--- config.mk ---
export PLATFORM = sky130hd
export DESIGN_NAME = i2c_master_register_read
export DESIGN_NICKNAME = d
export VERILOG_FILES = /design/src/hdl/i2cmrr_pkg.sv /design/src/hdl/i2cmrr_cfg.sv /design/src/hdl/i2cmrr_core.sv /design/src/hdl/i2cmrr_out.sv /design/src/hdl/i2c_master_register_read.sv
export SDC_FILE = /design/constraint.sdc
export NUM_CORES = 1
export LEC_CHECK = 0
export BUFFER_PORTS_ARGS = -buffer_cell sky130_fd_sc_hd__buf_2
export CORE_MARGIN = 4
export CORE_UTILIZATION = 65
export CTS_CLUSTER_SIZE = 12
export DETAILED_ROUTE_END_ITERATION = 6
export GPL_TIMING_DRIVEN = 0
export PLACE_DENSITY = 0.88
export SYNTH_ARGS = -nofsm -noshare
export SYNTH_HDL_FRONTEND = slang
export SYNTH_SLANG_ARGS = --single-unit
--- constraint.sdc ---
create_clock -name clk -period 10.5 [get_ports clk]
set_clock_uncertainty 0.1 [all_clocks]
set_input_delay 0.525 -clock clk [delete_from_list [all_inputs] [get_ports clk]]
set_output_delay 0.525 -clock clk [all_outputs]
set_load 0.01 [all_outputs]
--- src/hdl/i2cmrr_pkg.sv ---
// Shared types and constants for the I2C master combined register read block.
// Used by every module under hdl; depends on nothing else.

package i2cmrr_pkg;

  // Transfer phases. Each byte takes four consecutive codes: low, high, ack low, ack high.
  typedef enum logic [4:0] {
    PH_IDLE     = 5'd0,
    PH_ST_HI    = 5'd1,
    PH_ST_FALL  = 5'd2,
    PH_AW_0     = 5'd3,
    PH_AW_1     = 5'd4,
    PH_AW_2     = 5'd5,
    PH_AW_3     = 5'd6,
    PH_RG_0     = 5'd7,
    PH_RG_1     = 5'd8,
    PH_RG_2     = 5'd9,
    PH_RG_3     = 5'd10,
    PH_RS_LOW   = 5'd11,
    PH_RS_HIGH  = 5'd12,
    PH_RS_FALL  = 5'd13,
    PH_AR_0     = 5'd14,
    PH_AR_1     = 5'd15,
    PH_AR_2     = 5'd16,
    PH_AR_3     = 5'd17,
    PH_RX1_0    = 5'd18,
    PH_RX1_1    = 5'd19,
    PH_RX1_2    = 5'd20,
    PH_RX1_3    = 5'd21,
    PH_RX2_0    = 5'd22,
    PH_RX2_1    = 5'd23,
    PH_RX2_2    = 5'd24,
    PH_RX2_3    = 5'd25,
    PH_SP_LOW   = 5'd26,
    PH_SP_HIGH  = 5'd27,
    PH_SP_END   = 5'd28,
    PH_SPE_LOW  = 5'd29,
    PH_SPE_HIGH = 5'd30,
    PH_SPE_END  = 5'd31
  } phase_t;

  typedef enum logic [1:0] {
    ACT_TICK  = 2'd0,
    ACT_READ1 = 2'd1,
    ACT_READ2 = 2'd2,
    ACT_SPARE = 2'd3
  } action_t;

  localparam logic [1:0] CFG_HALF_PERIOD = 2'd0;
  localparam logic [1:0] CFG_STRETCH_TO  = 2'd1;
  localparam logic [1:0] CFG_DEV_ADDR    = 2'd2;

  localparam logic [7:0] HALF_PERIOD_RESET = 8'd5;
  localparam int         TIMEOUT_RESET     = 100;
  localparam logic [6:0] DEV_ADDR_RESET    = 7'd85;

  typedef struct packed {
    logic [1:0] action;
    logic [7:0] reg_addr;
    logic       sda_in;
    logic       scl_in;
  } in_item_t;

  typedef struct packed {
    logic        scl_out;
    logic        sda_out;
    logic        busy_res;
    logic        done_res;
    logic        ack_error;
    logic [15:0] read_data;
  } out_item_t;

endpackage

--- src/hdl/i2cmrr_cfg.sv ---
// Configuration registers: half period, clock stretch timeout and device address.
// Depends on i2cmrr_pkg for register indexes and reset values.

module i2cmrr_cfg #(
  parameter int TIMEOUT_BITS = 10,
  parameter int CFG_W        = 10
) (
  input  logic                    clk,
  input  logic                    rst_n,
  input  logic                    cfg_valid,
  output logic                    cfg_ready,
  input  logic [1:0]              cfg_index,
  input  logic [CFG_W-1:0]        cfg_data,
  output logic [7:0]              half_period,
  output logic [TIMEOUT_BITS-1:0] stretch_timeout,
  output logic [6:0]              dev_addr
);

  localparam logic [TIMEOUT_BITS-1:0] TO_RESET = TIMEOUT_BITS'(i2cmrr_pkg::TIMEOUT_RESET);

  logic [7:0]              half_r,    half_nxt;
  logic [TIMEOUT_BITS-1:0] timeout_r, timeout_nxt;
  logic [6:0]              addr_r,    addr_nxt;

  assign cfg_ready = 1'b1;

  always_comb begin
    half_nxt    = half_r;
    timeout_nxt = timeout_r;
    addr_nxt    = addr_r;
    if (cfg_valid) begin
      unique case (cfg_index)
        i2cmrr_pkg::CFG_HALF_PERIOD: half_nxt    = cfg_data[7:0];
        i2cmrr_pkg::CFG_STRETCH_TO:  timeout_nxt = cfg_data[TIMEOUT_BITS-1:0];
        i2cmrr_pkg::CFG_DEV_ADDR:    addr_nxt    = cfg_data[6:0];
        default: ;
      endcase
    end
  end

  always_ff @(posedge clk) begin
    if (!rst_n) begin
      half_r    <= i2cmrr_pkg::HALF_PERIOD_RESET;
      timeout_r <= TO_RESET;
      addr_r    <= i2cmrr_pkg::DEV_ADDR_RESET;
    end else begin
      half_r    <= half_nxt;
      timeout_r <= timeout_nxt;
      addr_r    <= addr_nxt;
    end
  end

  assign half_period     = half_r;
  assign stretch_timeout = timeout_r;
  assign dev_addr        = addr_r;

endmodule

--- src/hdl/i2cmrr_core.sv ---
// Transfer sequencer: phase register, timers, shift register and read data.
// Each accepted tick advances the state once. Depends on i2cmrr_pkg.

module i2cmrr_core #(
  parameter int TIMEOUT_BITS = 10
) (
  input  logic                    clk,
  input  logic                    rst_n,
  input  logic                    in_fire,
  input  i2cmrr_pkg::in_item_t    item,
  input  logic [7:0]              half_period,
  input  logic [TIMEOUT_BITS-1:0] stretch_timeout,
  input  logic [6:0]              dev_addr,
  output i2cmrr_pkg::out_item_t   result
);

  i2cmrr_pkg::phase_t      phase_r, phase_nxt;
  logic [7:0]              timer_r, timer_nxt;
  logic [TIMEOUT_BITS-1:0] stretch_r, stretch_nxt;
  logic [3:0]              bc_r, bc_nxt;
  logic [7:0]              shift_r, shift_nxt;
  logic [7:0]              latched_r, latched_nxt;
  logic                    word_r, word_nxt;
  logic [15:0]             data_r, data_nxt;

  logic       stretch_ph;
  logic       hold;
  logic       ph_end;
  logic       enter;
  logic [7:0] h_eff;
  logic [7:0] timer_inc;
  logic [3:0] bc_inc;
  logic [7:0] rx_shift;
  logic       scl_drv, sda_drv, done, err;
  logic       start_req;

  assign h_eff     = (half_period == 8'd0) ? 8'd1 : half_period;
  assign timer_inc = timer_r + 8'd1;
  assign bc_inc    = bc_r + 4'd1;
  assign rx_shift  = {shift_r[6:0], item.sda_in};
  assign start_req = (item.action == i2cmrr_pkg::ACT_READ1) ||
                     (item.action == i2cmrr_pkg::ACT_READ2);

  // Clocked high phases wait for SCL to read high before the phase timer runs, up to the stretch timeout.
  always_comb begin
    unique case (phase_r) inside
      i2cmrr_pkg::PH_AW_1, i2cmrr_pkg::PH_AW_3, i2cmrr_pkg::PH_RG_1, i2cmrr_pkg::PH_RG_3,
      i2cmrr_pkg::PH_AR_1, i2cmrr_pkg::PH_AR_3, i2cmrr_pkg::PH_RX1_1, i2cmrr_pkg::PH_RX1_3,
      i2cmrr_pkg::PH_RX2_1, i2cmrr_pkg::PH_RX2_3, i2cmrr_pkg::PH_RS_HIGH:
        stretch_ph = 1'b1;
      default:
        stretch_ph = 1'b0;
    endcase
  end

  assign hold   = stretch_ph && (timer_r == 8'd0) && !item.scl_in &&
                  (stretch_r < stretch_timeout);
  assign ph_end = !hold && (timer_inc >= h_eff);

  // Line drive during this tick follows the current phase, the shift register's top bit and the two-byte flag.
  always_comb begin
    unique case (phase_r) inside
      i2cmrr_pkg::PH_AW_0, i2cmrr_pkg::PH_RG_0, i2cmrr_pkg::PH_AR_0: begin
        scl_drv = 1'b0; sda_drv = shift_r[7];
      end
      i2cmrr_pkg::PH_AW_1, i2cmrr_pkg::PH_RG_1, i2cmrr_pkg::PH_AR_1: begin
        scl_drv = 1'b1; sda_drv = shift_r[7];
      end
      i2cmrr_pkg::PH_AW_2, i2cmrr_pkg::PH_RG_2, i2cmrr_pkg::PH_AR_2,
      i2cmrr_pkg::PH_RX1_0, i2cmrr_pkg::PH_RX2_0: begin
        scl_drv = 1'b0; sda_drv = 1'b1;
      end
      i2cmrr_pkg::PH_RX1_2: begin
        scl_drv = 1'b0; sda_drv = !word_r;
      end
      i2cmrr_pkg::PH_RX1_3: begin
        scl_drv = 1'b1; sda_drv = !word_r;
      end
      i2cmrr_pkg::PH_RX2_2: begin
        scl_drv = 1'b0; sda_drv = 1'b1;
      end
      i2cmrr_pkg::PH_ST_FALL, i2cmrr_pkg::PH_RS_FALL, i2cmrr_pkg::PH_SP_HIGH,
      i2cmrr_pkg::PH_SPE_HIGH: begin
        scl_drv = 1'b1; sda_drv = 1'b0;
      end
      i2cmrr_pkg::PH_RS_LOW: begin
        scl_drv = 1'b0; sda_drv = 1'b1;
      end
      i2cmrr_pkg::PH_SP_LOW, i2cmrr_pkg::PH_SPE_LOW: begin
        scl_drv = 1'b0; sda_drv = 1'b0;
      end
      default: begin
        scl_drv = 1'b1; sda_drv = 1'b1;
      end
    endcase
  end

  always_comb begin
    phase_nxt   = phase_r;
    timer_nxt   = timer_r;
    stretch_nxt = stretch_r;
    bc_nxt      = bc_r;
    shift_nxt   = shift_r;
    latched_nxt = latched_r;
    word_nxt    = word_r;
    data_nxt    = data_r;
    done        = 1'b0;
    err         = 1'b0;
    enter       = 1'b0;

    if (phase_r != i2cmrr_pkg::PH_IDLE) begin
      if (hold) begin
        stretch_nxt = stretch_r + {{(TIMEOUT_BITS-1){1'b0}}, 1'b1};
      end else begin
        timer_nxt = timer_inc;
      end
    end

    unique case (phase_r) inside
      i2cmrr_pkg::PH_IDLE: begin
        if (start_req) begin
          latched_nxt = item.reg_addr;
          word_nxt    = (item.action == i2cmrr_pkg::ACT_READ2);
          data_nxt    = 16'd0;
          phase_nxt   = i2cmrr_pkg::PH_ST_HI;
          enter       = 1'b1;
        end
      end
      i2cmrr_pkg::PH_ST_HI, i2cmrr_pkg::PH_RS_LOW, i2cmrr_pkg::PH_RS_HIGH,
      i2cmrr_pkg::PH_AW_0, i2cmrr_pkg::PH_AW_2, i2cmrr_pkg::PH_RG_0, i2cmrr_pkg::PH_RG_2,
      i2cmrr_pkg::PH_AR_0, i2cmrr_pkg::PH_AR_2, i2cmrr_pkg::PH_RX1_0, i2cmrr_pkg::PH_RX1_2,
      i2cmrr_pkg::PH_RX2_0, i2cmrr_pkg::PH_RX2_2, i2cmrr_pkg::PH_SP_LOW,
      i2cmrr_pkg::PH_SP_HIGH, i2cmrr_pkg::PH_SPE_LOW, i2cmrr_pkg::PH_SPE_HIGH: begin
        if (ph_end) begin
          phase_nxt = i2cmrr_pkg::phase_t'(phase_r + 5'd1);
          enter     = 1'b1;
        end
      end
      i2cmrr_pkg::PH_ST_FALL: begin
        if (ph_end) begin
          phase_nxt = i2cmrr_pkg::PH_AW_0;
          shift_nxt = {dev_addr, 1'b0};
          bc_nxt    = 4'd0;
          enter     = 1'b1;
        end
      end
      i2cmrr_pkg::PH_RS_FALL: begin
        if (ph_end) begin
          phase_nxt = i2cmrr_pkg::PH_AR_0;
          shift_nxt = {dev_addr, 1'b1};
          bc_nxt    = 4'd0;
          enter     = 1'b1;
        end
      end
      i2cmrr_pkg::PH_AW_1, i2cmrr_pkg::PH_RG_1, i2cmrr_pkg::PH_AR_1: begin
        // After the eighth bit the ack slot follows, else back to the low phase.
        if (ph_end) begin
          shift_nxt = {shift_r[6:0], 1'b0};
          bc_nxt    = bc_inc;
          phase_nxt = (bc_inc >= 4'd8) ? i2cmrr_pkg::phase_t'(phase_r + 5'd1)
                                       : i2cmrr_pkg::phase_t'(phase_r - 5'd1);
          enter     = 1'b1;
        end
      end
      i2cmrr_pkg::PH_AW_3: begin
        if (ph_end) begin
          enter = 1'b1;
          if (item.sda_in) begin
            phase_nxt = i2cmrr_pkg::PH_SPE_LOW;
          end else begin
            phase_nxt = i2cmrr_pkg::PH_RG_0;
            shift_nxt = latched_r;
            bc_nxt    = 4'd0;
          end
        end
      end
      i2cmrr_pkg::PH_RG_3: begin
        if (ph_end) begin
          enter     = 1'b1;
          phase_nxt = item.sda_in ? i2cmrr_pkg::PH_SPE_LOW : i2cmrr_pkg::PH_RS_LOW;
        end
      end
      i2cmrr_pkg::PH_AR_3: begin
        if (ph_end) begin
          enter = 1'b1;
          if (item.sda_in) begin
            phase_nxt = i2cmrr_pkg::PH_SPE_LOW;
          end else begin
            phase_nxt = i2cmrr_pkg::PH_RX1_0;
            shift_nxt = 8'd0;
            bc_nxt    = 4'd0;
          end
        end
      end
      i2cmrr_pkg::PH_RX1_1, i2cmrr_pkg::PH_RX2_1: begin
        if (ph_end) begin
          shift_nxt = rx_shift;
          bc_nxt    = bc_inc;
          enter     = 1'b1;
          if (bc_inc >= 4'd8) begin
            if (phase_r == i2cmrr_pkg::PH_RX1_1) begin
              data_nxt = {8'd0, rx_shift};
            end else begin
              data_nxt = {data_r[15:8] | rx_shift, data_r[7:0]};
            end
            phase_nxt = i2cmrr_pkg::phase_t'(phase_r + 5'd1);
          end else begin
            phase_nxt = i2cmrr_pkg::phase_t'(phase_r - 5'd1);
          end
        end
      end
      i2cmrr_pkg::PH_RX1_3: begin
        if (ph_end) begin
          enter = 1'b1;
          if (word_r) begin
            phase_nxt = i2cmrr_pkg::PH_RX2_0;
            shift_nxt = 8'd0;
            bc_nxt    = 4'd0;
          end else begin
            phase_nxt = i2cmrr_pkg::PH_SP_LOW;
          end
        end
      end
      i2cmrr_pkg::PH_RX2_3: begin
        if (ph_end) begin
          enter     = 1'b1;
          phase_nxt = i2cmrr_pkg::PH_SP_LOW;
        end
      end
      i2cmrr_pkg::PH_SP_END, i2cmrr_pkg::PH_SPE_END: begin
        if (ph_end) begin
          done      = 1'b1;
          err       = (phase_r == i2cmrr_pkg::PH_SPE_END);
          phase_nxt = i2cmrr_pkg::PH_IDLE;
          enter     = 1'b1;
        end
      end
      default: begin
        phase_nxt = i2cmrr_pkg::PH_IDLE;
        enter     = 1'b1;
      end
    endcase

    if (enter) begin
      timer_nxt   = 8'd0;
      stretch_nxt = '0;
    end
  end

  always_ff @(posedge clk) begin
    if (!rst_n) begin
      phase_r   <= i2cmrr_pkg::PH_IDLE;
      timer_r   <= 8'd0;
      stretch_r <= '0;
      bc_r      <= 4'd0;
      shift_r   <= 8'd0;
      latched_r <= 8'd0;
      word_r    <= 1'b0;
      data_r    <= 16'd0;
    end else if (in_fire) begin
      phase_r   <= phase_nxt;
      timer_r   <= timer_nxt;
      stretch_r <= stretch_nxt;
      bc_r      <= bc_nxt;
      shift_r   <= shift_nxt;
      latched_r <= latched_nxt;
      word_r    <= word_nxt;
      data_r    <= data_nxt;
    end
  end

  always_comb begin
    result.scl_out   = scl_drv;
    result.sda_out   = sda_drv;
    result.busy_res  = (phase_nxt != i2cmrr_pkg::PH_IDLE);
    result.done_res  = done;
    result.ack_error = err;
    result.read_data = data_nxt;
  end

  a_done_not_busy: assert property (@(posedge clk) disable iff (!rst_n)
    in_fire && result.done_res |-> !result.busy_res)
    else $error("transfer finished but still reported busy");

  a_err_with_done: assert property (@(posedge clk) disable iff (!rst_n)
    in_fire && result.ack_error |-> result.done_res)
    else $error("ack error flagged without transfer end");

  a_start_request: assert property (@(posedge clk) disable iff (!rst_n)
    in_fire && (phase_r == i2cmrr_pkg::PH_IDLE) && start_req
    |=> phase_r == i2cmrr_pkg::PH_ST_HI)
    else $error("start request from idle did not begin the START setup");

  a_bit_count: assert property (@(posedge clk) disable iff (!rst_n)
    bc_r <= 4'd8)
    else $error("bit counter ran past one byte");

endmodule

--- src/hdl/i2cmrr_out.sv ---
// Result register between the sequencer and the result channel.
// Holds one result while stalled and takes a new one as the old one leaves.

module i2cmrr_out (
  input  logic                  clk,
  input  logic                  rst_n,
  input  logic                  in_valid,
  output logic                  in_stall,
  output logic                  in_fire,
  input  i2cmrr_pkg::out_item_t result,
  output logic                  out_valid,
  input  logic                  out_stall,
  output i2cmrr_pkg::out_item_t out_data
);

  logic                  valid_r, valid_nxt;
  i2cmrr_pkg::out_item_t data_r, data_nxt;

  // A new request is taken whenever the register is empty or being emptied.
  assign in_stall = valid_r && out_stall;
  assign in_fire  = in_valid && !in_stall;

  always_comb begin
    valid_nxt = in_fire || (valid_r && out_stall);
    data_nxt  = in_fire ? result : data_r;
  end

  always_ff @(posedge clk) begin
    if (!rst_n) begin
      valid_r <= 1'b0;
    end else begin
      valid_r <= valid_nxt;
    end
  end

  always_ff @(posedge clk) begin
    data_r <= data_nxt;
  end

  assign out_valid = valid_r;
  assign out_data  = data_r;

endmodule

--- src/hdl/i2c_master_register_read.sv ---
// Top level of the I2C master combined register read block.
// Instantiates i2cmrr_cfg, i2cmrr_core and i2cmrr_out; types from i2cmrr_pkg.
//
//  channel   direction  handshake          payload
//  in_       input      valid / stall      i2cmrr_pkg::in_item_t (one tick, pin samples)
//  out_      output     valid / stall      i2cmrr_pkg::out_item_t (line drive, status, data)
//  cfg_      input      valid / ready      index and data of one register write
//
// One request is taken per clock cycle while the input side does not stall; its result
// appears in the result register on the next cycle, computed combinationally by the phase sequencer.
// Reset is synchronous and active low; it returns the sequencer to idle and the
// registers to their reset values. The input side stalls only while a result is
// held and the result side stalls. Configuration writes are always ready.

module i2c_master_register_read #(
  parameter int TIMEOUT_BITS = 10,
  parameter int CFG_W        = (TIMEOUT_BITS > 8) ? TIMEOUT_BITS : 8
) (
  input  logic                  clk,
  input  logic                  rst_n,
  input  logic                  in_valid,
  output logic                  in_stall,
  input  i2cmrr_pkg::in_item_t  in_data,
  output logic                  out_valid,
  input  logic                  out_stall,
  output i2cmrr_pkg::out_item_t out_data,
  input  logic                  cfg_valid,
  output logic                  cfg_ready,
  input  logic [1:0]            cfg_index,
  input  logic [CFG_W-1:0]      cfg_data
);

  logic [7:0]              half_period;
  logic [TIMEOUT_BITS-1:0] stretch_timeout;
  logic [6:0]              dev_addr;
  logic                    in_fire;
  i2cmrr_pkg::out_item_t   result;

  i2cmrr_cfg #(
    .TIMEOUT_BITS(TIMEOUT_BITS),
    .CFG_W       (CFG_W)
  ) u_cfg (
    .clk            (clk),
    .rst_n          (rst_n),
    .cfg_valid      (cfg_valid),
    .cfg_ready      (cfg_ready),
    .cfg_index      (cfg_index),
    .cfg_data       (cfg_data),
    .half_period    (half_period),
    .stretch_timeout(stretch_timeout),
    .dev_addr       (dev_addr)
  );

  i2cmrr_core #(
    .TIMEOUT_BITS(TIMEOUT_BITS)
  ) u_core (
    .clk            (clk),
    .rst_n          (rst_n),
    .in_fire        (in_fire),
    .item           (in_data),
    .half_period    (half_period),
    .stretch_timeout(stretch_timeout),
    .dev_addr       (dev_addr),
    .result         (result)
  );

  i2cmrr_out u_out (
    .clk      (clk),
    .rst_n    (rst_n),
    .in_valid (in_valid),
    .in_stall (in_stall),
    .in_fire  (in_fire),
    .result   (result),
    .out_valid(out_valid),
    .out_stall(out_stall),
    .out_data (out_data)
  );

endmodule

==> reports/results.tsv <==
metric	value	unit
cell count after synthesis	700	
RR Startpoint	u_core.phase_r[2]	
Register Area	0.00235	mm^2
root buffer cell	clkbuf_8	
power density cells	125	mW/mm^2
Hold Crit Class	in2reg	
syn avg cell area	8.62	um^2
first-pass GRT wire length	27400	um
Worst EP required	10.50	ns
largest net degree at the start of global routing	31	
Max VDD drop	0.106	mV
CTS tree	done	
IO Pins	53	
CTS clk-pin slew, worst paths	0.10	ns
die area	0.0109	mm^2
fin crit period	4.95	ns
critical setup path kind	reg2reg	
crit path launch	u_core.phase_r[2]	
Routed Antenna Nets	0	
Post-CTS Hold Buffers	0	
CTS HTree Levels	3	
Final Setup Violations	0	
vias after detailed routing	5786	
Post-synth ARST share	0	%
share of cells above drive strength 1	14.6	%
GP Congestion	1.01	
Synthesis Warnings	0	
FILL cells	651	
Post-synth top flop	dfxtp_1	
Unique masters post-synth	90	
Worst EP arrival	4.94	ns
met1 Resource Use GR	39.5	%
crit end category	flop	
CP Launch Type	flop	
RSZ-0062 raised after global routing	no	
post_cts resized	0	
1st-iter DRT viols	610	
TritonRoute pass-1 iters	5	
Clock Latency Late Sink	0.37	ns
PortBufs	50	
all-layer global routing usage	30.7	%
number of synthesized flops with an enable pin	21	
initial antenna violation count	0	
vias in the first global route	5482	
postcts setup bufs	0	
row cnt	34	
Leak	2.66	nW
met3 usage	5.21	%
crit-path max FO	11	
setup tns final	0	ns
Layout Nets	822	
status	finished clean	
placed cells	859	
Synth Register Bits	107	
R2R cell count	15	
Num CTS Buffers	9	
die extent in y	104	um
Fin Hold WS	0.276	ns
Vias/cell	6.61	
dominant cells by area after synthesis	dfxtp_1 (29%), edfxtp_1 (10%), ha_1 (6.4%)	
worst rel slew slack	29.0	%
maxcap violations	0	
fin crit share	47.1	%
Area Overhead vs Synth	10.3	%
DR WL/cell	19.2	um
worst hold path depth	3	
Pins Over Slew Limit	0	
final hold violation count	0	
Initial Utilization	67.8	%
n_diodes	0	
share of the synthesized area in the top cell type	28.5	%
area of the core	0.00889	mm^2
Residual DRC	0	
sequential-to-total area share from yosys stat	39.0	%
total grt overflow	0	
Reg2Reg Setup Slack	5.55	ns
Cell Count, Final, Fillers Out	875	
routing usage on met2	50.7	%
GR peak layer	met2	
RR Endpoint	u_out.out_data[18]	
Max Clk Rate	202	MHz
Mapped Area	0.00603	mm^2
Clock Path Buffers	2	
Slew @ Worst Pin	1.06	ns
area of the multi-input gates	0.00333	mm^2
Setup crit end	u_out.out_data[18]	
chip width	104	um
Syn Nets	760	
area leader, netlist	dfxtp_1	
CTS sink count	107	
DRT Wirelength	16800	um
Detailed Place HPWL	12400	um
-- cell usage after synthesis, types with 13 or more instances --
cell type / count
a21oi_1: 64
clkbuf_1: 19
dfxtp_1: 86
edfxtp_1: 21
ha_1: 31
inv_1: 38
nand2_1: 72
nand3_1: 26
nor2_1: 76
nor3_1: 13
o21ai_0: 28
xnor2_1: 13
-- routing by layer --
metal | vias to the layer above | share of wire [%] | wire length [um]
met4 | 0 | 3.7 | 628
met2 | 349 | 47 | 7980
met1 | 2717 | 40 | 6680
met3 | 58 | 9.2 | 1560
met5 | - | 0 | 0
li1 | 2662 | - | -
-- through the flow --
| step | worst slack (ns) | util (%) | power, W | area (um^2) |
|---|---|---|---|---|
| 3_5_place_dp | 5.80 | 72.2 | 0.000544 | 6420 |
| 2_1_floorplan | 6.72 | - | 0.000510 | 6030 |
| 4_1_cts | 5.75 | 74.8 | 0.000825 | 6650 |
| 3_3_place_gp | 5.68 | 72.2 | 0.000541 | 6420 |
| 6_report | 5.55 | 74.8 | 0.000830 | 6650 |
| 5_1_grt | 5.37 | 74.8 | 0.000852 | 6650 |
-- registers in the layout, indices dropped and copies added, names as in the netlist --
| signal | flops |
|---|---|
| u_out.out_data | 21 |
| u_core.data_r | 16 |
| u_cfg.stretch_timeout | 10 |
| u_core.stretch_r | 10 |
| u_cfg.half_period | 8 |
| u_core.latched_r | 8 |
| u_core.shift_r | 8 |
| u_core.timer_r | 8 |
| u_cfg.dev_addr | 7 |
| u_core.phase_r | 5 |
| u_core.bc_r | 4 |
| u_core.word_r | 1 |
| u_out.out_valid | 1 |
-- logic make-up after synthesis --
kind of cell,after synthesis,synth area share [%]
xor+xnor,18,2.61
buf+inv,79,5.77
fa+ha+maj,31,6.43
other cells,1,0.0622
simple gates,259,21.8
mux,11,1.85
compound gates,194,22.5
flops,107,39.0
-- where the power goes --
group | internal (W) | switching [W] | total (W)
Sequential | 0.000429 | 0.00000546 | 0.000434
Combinational | 0.0000351 | 0.0000692 | 0.000104
Clock | 0.000139 | 0.000152 | 0.000291
-- area by class of cell --
| cell class | instances | share of cell area (%) |
|---|---|---|
| timing repair buffer | 51 | 3.82 |
| buffer | 38 | 2.90 |
| tap | 108 | 2.03 |
| sequential | 107 | 35.4 |
| clock inverter | 7 | 1.62 |
| clock buffer | 9 | 1.86 |
| inverter | 41 | 2.35 |
| multi-input combinational | 514 | 50.1 |
-- worst min path at each step --
stage,to,slack (ns),startpoint
2_1_floorplan,u_core.latched_r[2],0.34,u_core.latched_r[2]
3_3_place_gp,u_core.latched_r[0],0.35,u_core.latched_r[0]
3_5_place_dp,u_cfg.stretch_timeout[7],0.35,u_cfg.stretch_timeout[7]
4_1_cts,u_cfg.stretch_timeout[8],0.27,cfg_data[8]
5_1_grt,u_cfg.stretch_timeout[8],0.26,cfg_data[8]
6_report,u_core.latched_r[2],0.28,in_data[4]
-- critical path, cell delays in order, from the launching register on --
cell and delay (ns):
dfxtp_1 0.34, buf_6 0.12, buf_6 0.14, clkbuf_1 0.46, clkbuf_1 0.44, and3_1 0.26
ha_1 0.26, a21o_1 0.16, o32ai_2 0.12, a211oi_2 0.85, nor2_4 0.13, inv_4 0.19
ha_1 0.25, a221o_1 0.35, a311oi_1 0.35, nand4_1 0.16
-- placed cells by master (no fill, tap or decap), types with 8 or more instances in the layout --
| cell | n |
|---|---|
| a211oi_1 | 11 |
| o21ai_0 | 28 |
| a22o_1 | 12 |
| inv_1 | 38 |
| edfxtp_1 | 21 |
| mux2i_1 | 10 |
| buf_2 | 62 |
| nor2_1 | 76 |
| a21oi_1 | 64 |
| o211ai_1 | 8 |
| xnor2_1 | 13 |
| clkbuf_8 | 9 |
| nand2_1 | 72 |
| nand4_1 | 11 |
| ha_1 | 31 |
| nor3_1 | 13 |
| clkbuf_1 | 18 |
| dfxtp_1 | 86 |
| nand3_1 | 26 |
Power figures use the tool's default switching activity.
